--- config.mk ---
export PLATFORM = sky130hd
export DESIGN_NAME = cpet_event_logic
export DESIGN_NICKNAME = d
export VERILOG_FILES = /design/src/hdl/assert_macros.svh /design/src/hdl/cpet_pkg.sv /design/src/hdl/cpet_event_logic.sv
export SDC_FILE = /design/constraint.sdc
export NUM_CORES = 1
export LEC_CHECK = 0
export BUFFER_PORTS_ARGS = -buffer_cell sky130_fd_sc_hd__buf_2
export CAP_MARGIN = 40
export CORE_AREA = 2 2 39 41
export DETAILED_ROUTE_END_ITERATION = 7
export DIE_AREA = 0 0 41 43
export PLACE_DENSITY = 0.61
export SLEW_MARGIN = 10
export SYNTH_ARGS = -nofsm -noshare
export SYNTH_HDL_FRONTEND = slang
export SYNTH_SLANG_ARGS = --single-unit
--- constraint.sdc ---
create_clock -name vclk -period 1.6
set_input_delay 0.24 -clock vclk [all_inputs]
set_output_delay 0.24 -clock vclk [all_outputs]
set_load 0.02 [all_outputs]
--- src/hdl/assert_macros.svh ---
// ---------------------------------------------------------------------------
// Assertion macros
// Shared concurrent assertion wrappers for the contact pair tracker RTL.
// ---------------------------------------------------------------------------
`ifndef ASSERT_MACROS_SVH
`define ASSERT_MACROS_SVH

// Clocked check, disabled while reset is asserted
`define ASSERT_CLK(name, clk, rstn, prop) \
    name: assert property (@(posedge clk) disable iff (!rstn) prop) \
        else $error("assertion failed");

// Clocked check that also holds during reset
`define ASSERT_ALWAYS(name, clk, prop) \
    name: assert property (@(posedge clk) prop) \
        else $error("reset assertion failed");

`endif

--- src/hdl/cpet_pkg.sv ---
// ---------------------------------------------------------------------------
// cpet_pkg
// Types, constants and defaults shared by the contact pair tracker modules.
// ---------------------------------------------------------------------------
`default_nettype none

package cpet_pkg;

    // Default configuration
    localparam int DEF_MAX_COLLIDERS = 256;
    localparam int DEF_NUM_PROFILES  = 4;
    localparam int DEF_NUM_CHANNELS  = 4;

    // Field widths
    localparam int ID_W   = 8;
    localparam int SEL_W  = 2;
    localparam int MASK_W = 16;

    // Contact memory word layout
    localparam int WORD_BITS = 32;
    localparam int BIT_W     = $clog2(WORD_BITS);
    localparam logic [BIT_W-1:0] LAST_BIT = BIT_W'(WORD_BITS - 1);

    // Register map
    localparam int APB_ADDR_W = 3;
    localparam int APB_DATA_W = 32;
    localparam logic [MASK_W-1:0] IGNORE_MASK_RESET = 16'h0001;
    localparam logic REG_IGNORE_MASK = 1'b0;  // register index, taken from paddr[2]

    // Contact event codes
    typedef enum logic [1:0] {
        EV_NONE  = 2'd0,
        EV_BEGIN = 2'd1,
        EV_STAY  = 2'd2,
        EV_LEAVE = 2'd3
    } ev_t;

    // Request into the event decoder
    typedef struct packed {
        logic [SEL_W-1:0] src_profile;
        logic [SEL_W-1:0] src_channel;
        logic [SEL_W-1:0] dest_profile;
        logic [SEL_W-1:0] dest_channel;
        logic             overlap;
        logic             was;
    } pair_req_t;

    // Decoder result
    typedef struct packed {
        ev_t  src_event;
        ev_t  dest_event;
        logic now;
    } pair_res_t;

endpackage

`default_nettype wire

--- src/hdl/cpet_event_logic.sv ---
// ---------------------------------------------------------------------------
// cpet_event_logic
// Ignore-mask evaluation and begin/stay/leave decode for one pair.
// ---------------------------------------------------------------------------
`default_nettype none

module cpet_event_logic #(
    parameter int NUM_PROFILES = cpet_pkg::DEF_NUM_PROFILES,
    parameter int NUM_CHANNELS = cpet_pkg::DEF_NUM_CHANNELS
) (
    input  wire logic [cpet_pkg::MASK_W-1:0] ignore_mask,
    input  wire cpet_pkg::pair_req_t         req,
    output cpet_pkg::pair_res_t              res
);
    import cpet_pkg::*;

    localparam logic [SEL_W:0] PROF_LIM = (SEL_W + 1)'(NUM_PROFILES);
    localparam logic [SEL_W:0] CHAN_LIM = (SEL_W + 1)'(NUM_CHANNELS);

    logic src_reacts;
    logic dest_reacts;
    ev_t  ev;

    // Each side reacts unless its profile ignores the other side's channel
    assign src_reacts = ({1'b0, req.src_profile} < PROF_LIM) &&
                        ({1'b0, req.dest_channel} < CHAN_LIM) &&
                        !ignore_mask[{req.src_profile, req.dest_channel}];
    assign dest_reacts = ({1'b0, req.dest_profile} < PROF_LIM) &&
                         ({1'b0, req.src_channel} < CHAN_LIM) &&
                         !ignore_mask[{req.dest_profile, req.src_channel}];

    // Decode the contact transition
    always_comb begin
        ev      = EV_NONE;
        res.now = 1'b0;
        if (src_reacts || dest_reacts) begin
            if (req.overlap) begin
                res.now = 1'b1;
                ev      = req.was ? EV_STAY : EV_BEGIN;
            end else begin
                ev = req.was ? EV_LEAVE : EV_NONE;
            end
        end
        res.src_event  = src_reacts ? ev : EV_NONE;
        res.dest_event = dest_reacts ? ev : EV_NONE;
    end

endmodule

`default_nettype wire

==> impl_metrics.tcl, run 1 <==
set metrics [dict create \
    rsz0062_at_grt "yes" \
    yosys.area_share.simple_pct 4.979 \
    die_area_um2 1763 \
    grt_use_total_pct 9.929 \
    avgSynthCellArea_um2 14.36 \
    n_antenna_cell 0 \
    violations "negative setup slack" \
    cp-end-kind "primary output" \
    postRouteAntennaNets 0 \
    layout_commonest_cell "buf_2" \
    setup_viol 5 \
    gp_congestion 0.6439 \
    die_w_um 41 \
    drtIter0Drc 2 \
    detail_route.wl_per_cell_um 12.32 \
    fin_crit_ns 1.656 \
    grt_pass1_wl_mm 1.269 \
    syn_to_final_growth_pct 68.05 \
    tightest_slew_ns 0.3054 \
    cts_hold_buf 0 \
    synth.distinct_cells 7 \
    syn-num-nets 47 \
    synth-compound-area-share_pct 2.490 \
    grt_overflow_total 0 \
    initial_core_util_pct 21.79 \
    regArea_um2 0 \
    grt_pass1_vias 322 \
    hold_slack_ns 0.8362 \
    final.period_utilization_pct 103.5 \
    grt_max_degree 5 \
    most-common-layout-cells "buf_2, mux4_2, nor2_1, buf_4" \
    p_leak_nw 0.2380 \
    clkbuf_count 0 \
    p_per_area_nw_per_um2 349.2 \
    ys_seq_area_share_pct 0 \
    dp_hpwl_um 772.5 \
    via_per_inst 4.941 \
    ir_worst_vdd_uv 124.0 \
    max_slew_margin_pct 79.06 \
    min_path_type "input pin to primary output" \
    nFlopsAndLatches 0 \
    synthAdderAreaFrac_pct 0 \
    synth_top_family_by_area "multiplexers" \
    synth_xor_area_share_pct 2.905 \
    dr.pass1.iters 4 \
    crit_path_max_fanout 4 \
    core_area_um2 1384 \
    netlist_area_um2 301.5 \
    fp-row-count 14 \
    cp-start-kind "input pin" \
    finalNetCount 80 \
    maxCapViolations 0 \
    die_h_um 43 \
    wl_um 838 \
    ios 31 \
    antenna_found_initial 0 \
    ys_warn_count 0 \
    synth_mux_area_share_pct 88.38 \
    fillerInstances 136 \
    synthCells 21 \
    drc 0 \
    io_buffers 31 \
    hold_violations 0 \
    drv_slew 0 \
    drive_gt1_share_pct 82.69 \
    total_power_mw 0.1770 \
    vias 336 \
    setup_tns_ns -0.1330 \
    worstPathArrival_ns 1.42 \
    timing.final.ws_setup_ns -0.05610 \
    status "complete, but fails checks" \
    worstPathRequired_ns 1.36 \
    crit_type "input pin to primary output" \
    clock.fmax_ghz 0.6038 \
]
## kinds of logic after synthesis
group / Yosys count
XOR/XNOR: 1
buffers and inverters: 1
AND/OR/NAND/NOR: 4
AO/OA/AOI/OAI: 1
multiplexers: 14
## stage by stage
stage	std cells	worst slack (ns)	utilization, %	cell area [um^2]
6_report	68	-0.05610	36.62	506.7
3_5_place_dp	68	-0.2161	34.72	480.5
3_3_place_gp	68	-0.1876	34.72	480.5
5_1_grt	68	-0.1276	36.62	506.7
4_1_cts	68	-0.08599	35.44	490.5
2_1_floorplan	21	0.03650	-	305.3
## power breakdown
group,total [mW],internal (mW),leakage [nW],switching [mW]
Combinational,0.177,0.102,0.238,0.0752
Clock,0,0,0,0
Sequential,0,0,0,0
## metal layers
| metal | routed length [um] | track usage, % |
|---|---|---|
| met1 | 297 | 11.26 |
| met2 | 406 | 19.38 |
| met3 | 134 | 1.047 |
| met4 | 0 | 0 |
| met5 | 0 | 0 |
## path summary, 6_finish.rpt
check,from,end,slack (ns),cells after the start
setup / recovery,req[6],res[0],-0.06,6
hold / removal,req[0],res[2],0.84,4
## timing repair
action                     in CTS  in global routing
buffers inserted                0                  0
cloned                          0                  0
pin swaps                       4                  2
gates resized for setup        19                  4
setup endpoints to repair       5                  5
## Yosys cell counts
library cell	instances	area [um^2]
mux4_1	7	183.9
mux2i_1	6	60.06
nor2_1	4	15.01
a21boi_1	1	7.510
inv_1	1	3.750
mux4_2	1	22.52
xnor2_1	1	8.760
## cell type report
cell class	instances	area, um^2	area share [%]
multi-input cells	20	286.5	56.54
inverters	1	3.754	0.7407
well taps	16	20.02	3.951
repair buffers	31	196.4	38.77
## critical path, stage by stage
cell      delay [ns]
buf_8           0.09
mux4_2          0.50
mux2i_1         0.15
mux2i_1         0.14
a21boi_2        0.17
buf_6           0.13
(Power assumes the default switching activity.)
==> inputs of run 2 (changes only) <==
--- a/config.mk
+++ b/config.mk
@@ -10,7 +10,6 @@
 export CORE_AREA = 2 2 39 41
 export DETAILED_ROUTE_END_ITERATION = 7
 export DIE_AREA = 0 0 41 43
-export PLACE_DENSITY = 0.61
 export SLEW_MARGIN = 10
 export SYNTH_ARGS = -nofsm -noshare
 export SYNTH_HDL_FRONTEND = slang
==> run 2 against run 1 <==
Compared with the run above: the run still ends with negative setup slack left; combinational power about the same; via count rose by 1.5%; critical path depth did not move; wire length is 1.3% lower; critical path type unchanged; largest power group unchanged; highest routed layer unchanged.
==> impl_metrics.tcl, run 2 (synthesis results as in run 1) <==
set metrics [dict create \
    status "complete, but fails checks" \
    violations "negative setup slack" \
    finalNetCount 80 \
    cts_hold_buf 0 \
    timing.final.ws_setup_ns -0.05902 \
    crit_type "input pin to primary output" \
    layout_commonest_cell "buf_2" \
    regArea_um2 0 \
    maxCapViolations 0 \
    core_area_um2 1384 \
    die_w_um 41 \
    fin_crit_ns 1.659 \
    grt_pass1_wl_mm 1.193 \
    placed_area_um2 480.5 \
    via_per_inst 5.015 \
    pre_cts_ws_ns -0.2133 \
    final_util_pct 35.99 \
    max_slew_margin_pct 84.22 \
    most-common-layout-cells "buf_2, mux4_2, buf_4" \
    hold_violations 0 \
    fp-row-count 14 \
    grt_use_total_pct 9.220 \
    detail_route.wl_per_cell_um 12.16 \
    die_area_um2 1763 \
    cp-end-kind "primary output" \
    wl_um 827 \
    antenna_found_initial 0 \
    initial_core_util_pct 21.79 \
    worstPathArrival_ns 1.42 \
    grt_overflow_total 0 \
    rsz0062_at_grt "yes" \
    clock.fmax_ghz 0.6028 \
    syn_to_final_growth_pct 65.15 \
    ios 31 \
    final.period_utilization_pct 103.7 \
    p_leak_nw 0.2349 \
    worstPathRequired_ns 1.36 \
    grt_pass1_vias 293 \
    cp-start-kind "input pin" \
    gp_congestion 0.6961 \
    postRouteAntennaNets 0 \
    min_path_type "input pin to primary output" \
    crit_path_max_fanout 4 \
    drc 0 \
    design_area_um2 498.0 \
    total_power_mw 0.1737 \
    vias 341 \
    p_per_area_nw_per_um2 348.8 \
    tightest_slew_ns 0.2321 \
    setup_viol 5 \
    setup_tns_ns -0.1560 \
    drv_slew 0 \
    drtIter0Drc 6 \
    n_antenna_cell 0 \
    io_buffers 31 \
    drive_gt1_share_pct 82.69 \
    nFlopsAndLatches 0 \
    dr.pass1.iters 4 \
    ir_worst_vdd_uv 131.7 \
    grt_max_degree 5 \
    clkbuf_count 0 \
    die_h_um 43 \
]
[run 2: cell count changes in the layout (fill, tap and decap cells not counted)]
cell	change
buf_12	-1
buf_4	+1
buf_6	-1
buf_8	+1
[run 2: through the flow]
stage          cells  hold slack, ns
2_1_floorplan     21          0.6212
3_3_place_gp      68          0.8399
3_5_place_dp      68          0.8401
4_1_cts           68          0.8426
5_1_grt           68          0.8629
6_report          68          0.8429
[run 2: routing by layer]
layer	share of wire, %	track usage [%]	vias to the layer above
met3	19	1.047	0
li1	-	-	155
met1	36	11.59	153
met4	0	0	0
met2	45	16.88	33
met5	0	0	-
[run 2: layout make-up]
| cell class | instances | area [um^2] |
|---|---|---|
| Fill cell | 145 | 885.9 |
| Multi-Input combinational cell | 20 | 286.5 |
| Inverter | 1 | 3.754 |
| Tap cell | 16 | 20.02 |
| Timing Repair Buffer | 31 | 187.7 |
[run 2: path summary, 6_finish.rpt]
| path | slack [ns] | from | endpoint | cells past startpoint |
|---|---|---|---|---|
| worst min-delay path | 0.84 | req[0] | res[4] | 4 |
| worst max-delay path | -0.06 | req[2] | res[0] | 6 |
[run 2: repair_timing]
| action | CTS | global route |
|---|---|---|
| resized for setup | 18 | 3 |
| endpoints found under the setup margin | 5 | 5 |
| pin swaps | 2 | 0 |
| buffers inserted | 0 | 0 |
[run 2: critical path: stages]
cell,delay (ns)
buf_8,0.09
mux4_2,0.51
mux2i_2,0.17
mux2i_2,0.12
a21boi_2,0.14
buf_4,0.15
[run 2: where the power goes]
part / internal (mW) / switching, mW
Sequential: 0 / 0
Clock: 0 / 0
Combinational: 0.0986 / 0.0751
Total: 0.0986 / 0.0751
