`src/hdl/assert_macros.svh`:
```
// ---------------------------------------------------------------------------
// Assertion macros
// Shared concurrent assertion wrappers for the contact pair tracker RTL.
// ---------------------------------------------------------------------------
`ifndef ASSERT_MACROS_SVH
`define ASSERT_MACROS_SVH

// Clocked check, disabled while reset is asserted
`define ASSERT_CLK(name, clk, rstn, prop) \
    name: assert property (@(posedge clk) disable iff (!rstn) prop) \
        else $error("assertion failed");

// Clocked check that also holds during reset
`define ASSERT_ALWAYS(name, clk, prop) \
    name: assert property (@(posedge clk) prop) \
        else $error("reset assertion failed");

`endif

```
`src/hdl/cpet_pkg.sv`:
```
// ---------------------------------------------------------------------------
// cpet_pkg
// Types, constants and defaults shared by the contact pair tracker modules.
// ---------------------------------------------------------------------------
`default_nettype none

package cpet_pkg;

    // Default configuration
    localparam int DEF_MAX_COLLIDERS = 256;
    localparam int DEF_NUM_PROFILES  = 4;
    localparam int DEF_NUM_CHANNELS  = 4;

    // Field widths
    localparam int ID_W   = 8;
    localparam int SEL_W  = 2;
    localparam int MASK_W = 16;

    // Contact memory word layout
    localparam int WORD_BITS = 32;
    localparam int BIT_W     = $clog2(WORD_BITS);
    localparam logic [BIT_W-1:0] LAST_BIT = BIT_W'(WORD_BITS - 1);

    // Register map
    localparam int APB_ADDR_W = 3;
    localparam int APB_DATA_W = 32;
    localparam logic [MASK_W-1:0] IGNORE_MASK_RESET = 16'h0001;
    localparam logic REG_IGNORE_MASK = 1'b0;  // register index, taken from paddr[2]

    // Contact event codes
    typedef enum logic [1:0] {
        EV_NONE  = 2'd0,
        EV_BEGIN = 2'd1,
        EV_STAY  = 2'd2,
        EV_LEAVE = 2'd3
    } ev_t;

    // Request into the event decoder
    typedef struct packed {
        logic [SEL_W-1:0] src_profile;
        logic [SEL_W-1:0] src_channel;
        logic [SEL_W-1:0] dest_profile;
        logic [SEL_W-1:0] dest_channel;
        logic             overlap;
        logic             was;
    } pair_req_t;

    // Decoder result
    typedef struct packed {
        ev_t  src_event;
        ev_t  dest_event;
        logic now;
    } pair_res_t;

endpackage

`default_nettype wire

```
`src/hdl/cpet_cfg_regs.sv`:
```
// ---------------------------------------------------------------------------
// cpet_cfg_regs
// APB register block holding the ignore mask.
// ---------------------------------------------------------------------------
`default_nettype none

module cpet_cfg_regs (
    input  wire logic                            aclk,
    input  wire logic                            aresetn,
    input  wire logic                            psel,
    input  wire logic                            penable,
    input  wire logic                            pwrite,
    input  wire logic [cpet_pkg::APB_ADDR_W-1:0] paddr,
    input  wire logic [cpet_pkg::APB_DATA_W-1:0] pwdata,
    output logic      [cpet_pkg::APB_DATA_W-1:0] prdata,
    output logic                                 pready,
    output logic      [cpet_pkg::MASK_W-1:0]     ignore_mask
);
    import cpet_pkg::*;

    logic [MASK_W-1:0] mask_reg;
    logic              wr_en;
    logic              sel_mask;

    // Decode register index from the word address
    assign sel_mask = (paddr[2] == REG_IGNORE_MASK);
    assign wr_en    = psel && penable && pwrite && sel_mask;
    assign pready   = 1'b1;

    // Hold the mask
    always_ff @(posedge aclk) begin
        if (!aresetn) begin
            mask_reg <= IGNORE_MASK_RESET;
        end else if (wr_en) begin
            mask_reg <= pwdata[MASK_W-1:0];
        end
    end

    // Read back
    always_comb begin
        prdata = '0;
        if (sel_mask) begin
            prdata = {{(APB_DATA_W - MASK_W){1'b0}}, mask_reg};
        end
    end

    assign ignore_mask = mask_reg;

endmodule

`default_nettype wire

```
`config.mk`:
```
export PLATFORM = sky130hd
export DESIGN_NAME = cpet_cfg_regs
export DESIGN_NICKNAME = d
export VERILOG_FILES = /design/src/hdl/assert_macros.svh /design/src/hdl/cpet_pkg.sv /design/src/hdl/cpet_cfg_regs.sv
export SDC_FILE = /design/constraint.sdc
export NUM_CORES = 1
export LEC_CHECK = 0
export BUFFER_PORTS_ARGS = -buffer_cell sky130_fd_sc_hd__buf_2
export CORE_MARGIN = 5
export CORE_UTILIZATION = 32
export CTS_BUF_LIST = sky130_fd_sc_hd__clkbuf_16
export CTS_CLUSTER_DIAMETER = 30
export CTS_CLUSTER_SIZE = 10
export DETAILED_ROUTE_END_ITERATION = 16
export PLACE_DENSITY = 0.71
export SETUP_SLACK_MARGIN = 0.4
export SLEW_MARGIN = 25
export SYNTH_ARGS = -nofsm -noshare
export SYNTH_HDL_FRONTEND = slang
export SYNTH_SLANG_ARGS = --single-unit
export TNS_END_PERCENT = 100
```
`constraint.sdc`:
```
create_clock -name aclk -period 0.8 [get_ports aclk]
set_input_delay 0.04 -clock aclk [delete_from_list [all_inputs] [get_ports aclk]]
set_output_delay 0.04 -clock aclk [all_outputs]
set_load 0.03 [all_outputs]
```
==> summary.txt, run 1 <==
Outcome
  – Outcome: finished, violations left
  – Violated checks: setup timing

Routing
  – DRT antenna net count: 0
  – Drt wl/cell: 13.52 microns
  – Drt first-iter violations: 31
  – Via density: 4.231
  – DRC: 0
  – 1st-pass router iterations: 3
  – Final WL: 2.867 mm
  – Via count: 897

Global route
  – Vias in the first global route: 931
  – First-pass GRT wire length: 4.105 mm
  – Antenna violations before repair: 0
  – Maximum number of pins on one net before global-route repair: 19
  – Overflow after GRT: 0
  – GRT Util Overall: 12.46%

Placement
  – DP HPWL: 1.864 mm
  – Count of buffers from port buffering: 53
  – Routability cong.: 0.6585
  – Post-DP Area: 1316 sq um
  – Placement Setup Slack: -0.1123 ns

Yosys
  – Post-synthesis cell area: 912.1 sq um
  – Syn Inst Count: 106
  – Seq/Total Area, Yosys: 35.12%
  – Synth warn: 0
  – Distinct cell type count after synthesis: 11
  – Synth Register Bits: 16
  – Mean post-synth cell area: 8.605 sq um

Layout
  – Share of layout cells above drive strength 1: 66.85%
  – Design Area, Final: 1868 sq um
  – Max reg flops: 16
  – Nets: 222
  – Final Core Density: 68.33%
  – Area delta synth->final: 104.8%
  – Multi-input gate area: 565.5 sq um
  – Seq. cell area: 380.4 sq um
  – # diodes: 0
  – Fill cell count: 197
  – Commonest non-fill, non-tap cells in the layout: 51 x buf_6, 24 x nand2_1, 20 x buf_2
  – Most common cell after layout, fill and taps aside: buf_6

Worst setup path
  – Critical path, cell by cell: and2b_2, buf_6
  – Max incr delay on CP: 0.34 ns
  – CP Capture Type: output pin
  – Slowest cell on the critical path: dfxtp_4
  – Critical Path RT: 0.76 ns
  – Crit start category: flop
  – Critical path fanouts, max: 2
  – Critical path type: flop to output pin
  – Arrival time worst endpoint: 0.91 ns

Timing
  – Unrepaired setup endpoints after global routing: yes
  – Tcrit/Tclk final: 118.9%
  – Final Hold Vio Count: 0
  – Fmax: 1.052 GHz
  – Clock Skew: 0 ns
  – Min Tclk post-route: 0.9510 ns
  – Final Hold Slack: 0.03591 ns
  – PnR worst setup slack: -0.1510 ns
  – Setup violations, final: 26
  – Final Slew Violations: 0

Clocking
  – Htree depth: 1
  – Total CTS buffers: 3
  – Longest Clk Path Bufs: 2
  – Worst skew pair latency: 0.24 ns
  – Hold Buf Count CTS: 0
  – CTS root buf: clkbuf_16
  – CTS tree: yes
  – Total clock sinks: 16
  – Clock-pin slew on the worst setup and hold paths: 0.05 ns

Hold path
  – Hold Crit Class: input pin to flop

Die
  – Die area: 4018 sq um
  – Die X: 63.39 microns
  – I/O pin cnt: 89
  – Core Region: 2734 sq um
  – Die Y: 63.39 microns
  – Initial Util: 33.36%
  – Row Count: 19

Job
  – Number of max-cap violations: 0

Power and ir drop
  – Static Leak: 0.8430 nW
  – Final Total Pwr: 2.267 mW
  – VDD IR max: 1122 uV
  – PwrDens: 1213 nW/um^2
[synth_stat cells]
master,number,area [sq um]
clkbuf_1,4,15.01
nor2b_1,12,75.07
buf_12,1,20.02
conb_1,2,7.510
buf_4,17,127.6
buf_6,1,11.26
dfxtp_1,16,320.3
and2b_2,6,52.55
mux2i_1,16,160.2
nand2_1,30,112.6
and4b_1,1,10.01
[final cells by class]
type / count / share of cell area, %
multi-input combinational: 82 / 30.27
tap: 31 / 2.076
clock buffer: 3 / 4.019
sequential: 16 / 20.36
clock inverter: 1 / 0.2009
timing repair buffer: 79 / 43.07
[worst paths after layout]
kind              depth (start not counted)  slack, ns             end       startpoint
hold / removal                            3       0.04  ignore_mask[7]        pwdata[7]
hold reg to reg                           2       0.49  ignore_mask[7]   ignore_mask[7]
setup / recovery                          2      -0.15      prdata[15]  ignore_mask[15]
setup reg to reg                          4       0.01  ignore_mask[3]   ignore_mask[3]
[per-layer routing]
layer	wire length, microns	track usage, %
met5	0	0
met4	8	2.338
met3	225	4.440
met2	1492	23.73
met1	1140	12.92
[repair_timing]
item                       4_1_cts  5_1_grt
pin swaps                        0        0
buffers inserted                 7       12
setup endpoints to repair       48       48
cloned                           1        0
gates resized for setup         77       14
[critical path: cells and delay by family (launching register included)]
family	cells	cell delay, ns
buf+inv	1	0.13
flops	1	0.34
simple gates	1	0.20
[power breakdown]
| part | internal (mW) | switching [mW] | total [mW] |
|---|---|---|---|
| logic | 0.220 | 0.300 | 0.520 |
| clock network | 0.662 | 0.295 | 0.957 |
| registers | 0.775 | 0.0149 | 0.790 |
| total | 1.66 | 0.609 | 2.27 |
[cells by family after synthesis]
| kind of cell | synth area share (%) |
|---|---|
| AND/OR/NAND/NOR | 27.43 |
| buffers and inverters | 19.07 |
| flip-flops | 35.12 |
| other | 0.8234 |
| multiplexers | 17.56 |
[per-stage QoR]
step                std cells  setup TNS [ns]
floorplan                 121               0
global placement          188         -0.9706
detailed placement        188          -1.485
CTS                       200          -2.218
global route              212          -3.094
finish                    212          -2.417
Note: power is estimated with default switching activity, not from simulation.
==> run 2, diff against run 1 <==
- clock period: 0.8 -> 0.86 ns (I/O delays scaled with it)
==> run 2 against run 1 <==
Net effect:
- the run still ends with setup timing left
- die area did not move
- wire length is 3.2% higher
- first-iteration DRC count grew 9.7%
==> summary.txt, run 2 (synthesized netlist as in run 1, its figures left out) <==
Outcome
  – Outcome: finished, violations left
  – Violated checks: setup timing

Timing
  – Final Hold Vio Count: 0 (unchanged)
  – Fmax: 1.050 GHz
  – Final Slew Violations: 0 (unchanged)
  – Unrepaired setup endpoints after global routing: yes
  – Clock Skew: 0 ns (unchanged)
  – Tcrit/Tclk final: 110.7%
  – Min Tclk post-route: 0.9522 ns
  – Setup violations, final: 21 (-19%)
  – PnR worst setup slack: -0.09223 ns (+0.05873 ns)

Routing
  – Via density: 4.302 (+1.7%)
  – 1st-pass router iterations: 4 (+1)
  – Wl on met1: 1.160 mm (+1.8%)
  – DRT antenna net count: 0 (unchanged)
  – Met3 wire length: 250 microns (+11%)
  – Final WL: 2.958 mm (+3.2%)
  – Met2 wire length: 1.542 mm (+3.4%)
  – Drt wl/cell: 13.95 microns (+3.2%)
  – Drt first-iter violations: 34 (+9.7%)
  – Via count: 912 (+1.7%)
  – Max layer used: met4
  – DRC: 0 (unchanged)

Power and ir drop
  – PwrDens: 1131 nW/um^2 (-6.8%)
  – VDD IR max: 877.2 uV (-22%)
  – Static Leak: 0.8328 nW (-1.2%)

Worst setup path
  – R2R cell count: 4 (unchanged)
  – Critical Path RT: 0.82 ns (+0.06 ns)
  – Arrival time worst endpoint: 0.91 ns (about the same)
  – CP Capture Type: output pin
  – Reg-to-reg slack, setup: 0.08 ns (+0.07 ns)
  – Critical path fanouts, max: 3 (+1)
  – Worst r2r src: ignore_mask[2]
  – FF-to-FF End: ignore_mask[2]
  – Crit start category: flop
  – Critical path type: flop to output pin

Clocking
  – Clock-pin slew on the worst setup and hold paths: 0.05 ns (about the same)
  – Total CTS buffers: 3 (unchanged)
  – CTS tree: yes
  – Htree depth: 1 (unchanged)
  – CTS root buf: clkbuf_16
  – Hold Buf Count CTS: 0 (unchanged)
  – Longest Clk Path Bufs: 2 (unchanged)
  – Worst skew pair latency: 0.24 ns (about the same)
  – Total clock sinks: 16 (unchanged)

Global route
  – Maximum number of pins on one net before global-route repair: 21 (+2)
  – First-pass GRT wire length: 3.995 mm (-2.7%)
  – GRT Util Overall: 12.09% (-0.37 points)
  – Vias in the first global route: 838 (-10%)
  – Overflow after GRT: 0 (unchanged)
  – Antenna violations before repair: 0 (unchanged)

Layout
  – Area delta synth->final: 101.5%
  – Commonest non-fill, non-tap cells in the layout: 51 x buf_6, 25 x nand2_1, 20 x buf_2
  – Final Core Density: 67.23% (-1.1 points)
  – Post-Layout Cell Count: 212 (unchanged)
  – Most common cell after layout, fill and taps aside: buf_6
  – Nets: 222 (unchanged)
  – Max reg flops: 16 (unchanged)
  – # diodes: 0 (unchanged)
  – Share of layout cells above drive strength 1: 66.30% (-0.55 points)

Hold path
  – Worst Hold Launch: pwdata[12]
  – Hold Crit Class: input pin to flop
  – WHS Endpoint: ignore_mask[12]
  – Min-Delay Path Depth: 3 (unchanged)

Die
  – Die X: 63.39 microns (unchanged)
  – Die area: 4018 sq um (unchanged)
  – Core Region: 2734 sq um (unchanged)
  – Initial Util: 33.36% (unchanged)
  – Row Count: 19 (unchanged)
  – I/O pin cnt: 89 (unchanged)
  – Die Y: 63.39 microns (unchanged)

Placement
  – Routability cong.: 0.6342 (-3.7%)
  – DP HPWL: 1.812 mm (-2.8%)
  – Post-Place Cells: 186 (-1.1%)
  – Count of buffers from port buffering: 53 (unchanged)

Job
  – Number of max-cap violations: 0 (unchanged)
## run 2: layout make-up
class                   instances  area [sq um]
fillers                       191         895.9
repair buffers                 79         779.5
multi-input cells              82         563.0
flip-flops and latches         16         377.9
clock buffers                   3         75.07
well taps                      31         38.79
clock inverters                 1         3.754
## run 2: power breakdown
part           total, mW  switching [mW]  internal (mW)
combinational      0.465           0.276          0.189
sequential         0.738          0.0135          0.724
clock              0.876           0.261          0.614
## run 2: stage by stage
stage	hold WS [ns]	worst slack, ns	instance area [sq um]	total power [mW]	TNS (ns)
5_1_grt	0.04758	-0.1093	1838	2.152	-1.457
2_1_floorplan	0.1745	0.07147	1105	1.072	0
3_5_place_dp	0.2888	-0.09012	1274	1.108	-1.189
6_report	0.03780	-0.09223	1838	2.078	-0.9167
3_3_place_gp	0.2831	-0.05153	1274	1.102	-0.5274
4_1_cts	0.03775	-0.08926	1633	2.046	-0.9617
## run 2: what timing repair did
item                       in CTS  in global routing
setup endpoints to repair      48                 48
resized for setup              70                 20
cloned                          1                  0
setup buffers                   5                 16
## run 2: worst max-delay path, cell delays in order, from the launching register on
cell and delay, ns:
dfxtp_4 0.34, and2b_2 0.20, buf_6 0.14
## run 2: routing by layer
metal	vias up	track usage, %
li1	450	-
met1	416	15.42
met2	44	19.80
met3	2	4.618
met4	0	1.558
met5	-	0
## run 2: worst max path at each step
| stage | from | to | slack [ns] |
|---|---|---|---|
| floorplan | paddr[2] | ignore_mask[0] | 0.07 |
| global placement | paddr[2] | prdata[15] | -0.05 |
| detailed placement | paddr[2] | prdata[3] | -0.09 |
| CTS | ignore_mask[3] | prdata[3] | -0.09 |
| global route | ignore_mask[0] | prdata[0] | -0.11 |
| finish | ignore_mask[0] | prdata[0] | -0.09 |
==> run 3, diff against run 2 <==
==> constraint.sdc (replaced) <==
create_clock -name aclk -period 0.86 [get_ports aclk]
set_input_delay 0.172 -clock aclk [delete_from_list [all_inputs] [get_ports aclk]]
set_output_delay 0.172 -clock aclk [all_outputs]
set_load 0.03 [all_outputs]
==> run 3 against run 2 <==
Net effect:
- the flow still finishes with violations (setup timing)
- fmax shrank 12%
- die area is the same
- sequential share of layout area grew 1.2 points
- core utilization shrank 3.2 points
- register-to-register slack lost 0.05 ns
- flip-flop and latch count is the same
- first-iteration DRC count shrank 35%
- via count shrank 0.55%
- global-route usage grew 0.81 points
- critical path type unchanged
- largest cell class unchanged
==> summary.txt, run 3 (synthesized netlist as in run 1, its figures left out) <==
Die
  – Core Region: 2734 sq um (unchanged)
  – Die X: 63.39 microns (unchanged)
  – Row Count: 19 (unchanged)
  – Initial Util: 33.36% (unchanged)
  – I/O pin cnt: 89 (unchanged)
  – Die Y: 63.39 microns (unchanged)
  – Die area: 4018 sq um (unchanged)

Layout
  – Max reg flops: 16 (unchanged)
  – Share of layout cells above drive strength 1: 63.22% (-3.1 points)
  – Fill cell count: 211 (+10%)
  – # diodes: 0 (unchanged)
  – Final Core Density: 64.07% (-3.2 points)
  – Post-Layout Cell Count: 205 (-3.3%)
  – Commonest non-fill, non-tap cells in the layout: 41 x buf_6, 30 x nand2_1, 20 x buf_2
  – Area delta synth->final: 92.04%
  – Design Area, Final: 1752 sq um (-4.7%)
  – Nets: 216 (-2.7%)
  – Most common cell after layout, fill and taps aside: buf_6

Global route
  – Antenna violations before repair: 0 (unchanged)
  – Vias in the first global route: 919 (+9.7%)
  – Overflow after GRT: 0 (unchanged)
  – GRT Util Overall: 12.90% (+0.81 points)
  – Maximum number of pins on one net before global-route repair: 21 (unchanged)
  – First-pass GRT wire length: 4.319 mm (+8.1%)

Routing
  – Final WL: 2.729 mm (-7.7%)
  – DRT antenna net count: 0 (unchanged)
  – Drt first-iter violations: 22 (-35%)
  – Drt wl/cell: 13.31 microns (-4.6%)
  – Via count: 907 (-0.55%)
  – Via density: 4.424 (+2.8%)
  – DRC: 0 (unchanged)
  – 1st-pass router iterations: 5 (+1)

Clocking
  – Longest Clk Path Bufs: 2 (unchanged)
  – Worst skew pair latency: 0.24 ns (about the same)
  – CTS tree: yes
  – Hold Buf Count CTS: 0 (unchanged)
  – Clock-pin slew on the worst setup and hold paths: 0.05 ns (about the same)
  – CTS root buf: clkbuf_16
  – Total CTS buffers: 3 (unchanged)
  – Htree depth: 1 (unchanged)
  – Total clock sinks: 16 (unchanged)

Placement
  – Count of buffers from port buffering: 53 (unchanged)
  – Placement Setup Slack: -0.2296 ns (-0.1395 ns)
  – Routability cong.: 0.6481 (+2.2%)
  – Post-DP Area: 1304 sq um (+2.4%)
  – DP HPWL: 1.866 mm (+3.0%)
  – Post-Place Cells: 188 (+1.1%)

Timing
  – Fmax: 0.9194 GHz (-12%)
  – PnR worst setup slack: -0.2276 ns (-0.1354 ns)
  – Unrepaired setup endpoints after global routing: yes
  – Final Slew Violations: 0 (unchanged)
  – Tcrit/Tclk final: 126.5% (+16 points)
  – Final Hold Vio Count: 0 (unchanged)
  – TNS Setup: -4.158 ns (-3.241 ns)
  – Clock Skew: 0 ns (unchanged)
  – Final Hold Slack: 0.1697 ns (+0.1319 ns)
  – Setup violations, final: 32 (+52%)
  – Min Tclk post-route: 1.088 ns (+0.1354 ns)

Worst setup path
  – R2R cell count: 4 (unchanged)
  – Crit start category: flop
  – Critical path type: flop to output pin
  – Critical Path RT: 0.69 ns (-0.13 ns)
  – Reg-to-reg slack, setup: 0.03 ns (-0.05 ns)
  – Critical path fanouts, max: 3 (unchanged)
  – Arrival time worst endpoint: 0.92 ns (about the same)
  – CP Capture Type: output pin

Outcome
  – Outcome: finished, violations left
  – Violated checks: setup timing

Job
  – Number of max-cap violations: 0 (unchanged)

Power and ir drop
  – PwrDens: 1175 nW/um^2 (+4.0%)
  – Final Total Pwr: 2.059 mW (-0.93%)
  – VDD IR max: 917.2 uV (+4.6%)
  – Static Leak: 0.7913 nW (-5.0%)

Hold path
  – Hold Crit Class: input pin to flop
  – Min-Delay Path Depth: 3 (unchanged)
[run 3: critical path, cell delays in order, from the launching register on]
cell	delay, ns
dfxtp_4	0.34
and2b_2	0.20
buf_6	0.14
[run 3: cell type report]
cell class                      instances  area, sq um  share of cell area, %
Multi-Input combinational cell         82        553.0                  31.57
Tap cell                               31        38.79                  2.214
Sequential cell                        16        380.4                  21.71
Clock buffer                            3        75.07                  4.286
Timing Repair Buffer                   73        704.4                  40.21
[run 3: final timing paths]
kind / startpoint / end
min reg2reg: ignore_mask[15] / ignore_mask[15]
max reg2reg: ignore_mask[0] / ignore_mask[0]
max: ignore_mask[1] / prdata[1]
min: pwdata[15] / ignore_mask[15]
[run 3: per-layer routing]
metal | routed length, microns | track usage [%]
met3 | 235 | 4.440
met2 | 1514 | 24.49
met5 | 0 | 0
met1 | 974 | 13.90
met4 | 5 | 1.558
[run 3: where the power goes]
part / switching (mW) / internal, mW / total (mW) / leakage, nW
logic: 0.269 / 0.185 / 0.454 / 0.613
clock network: 0.261 / 0.608 / 0.870 / 0.0370
registers: 0.0139 / 0.721 / 0.735 / 0.141
total: 0.544 / 1.52 / 2.06 / 0.791
[run 3: repair_timing]
item | 4_1_cts | 5_1_grt
endpoints found under the setup margin | 48 | 48
buffers inserted | 6 | 7
gates cloned | 1 | 0
gates resized for setup | 69 | 10
endpoints found under the hold margin | 0 | 0
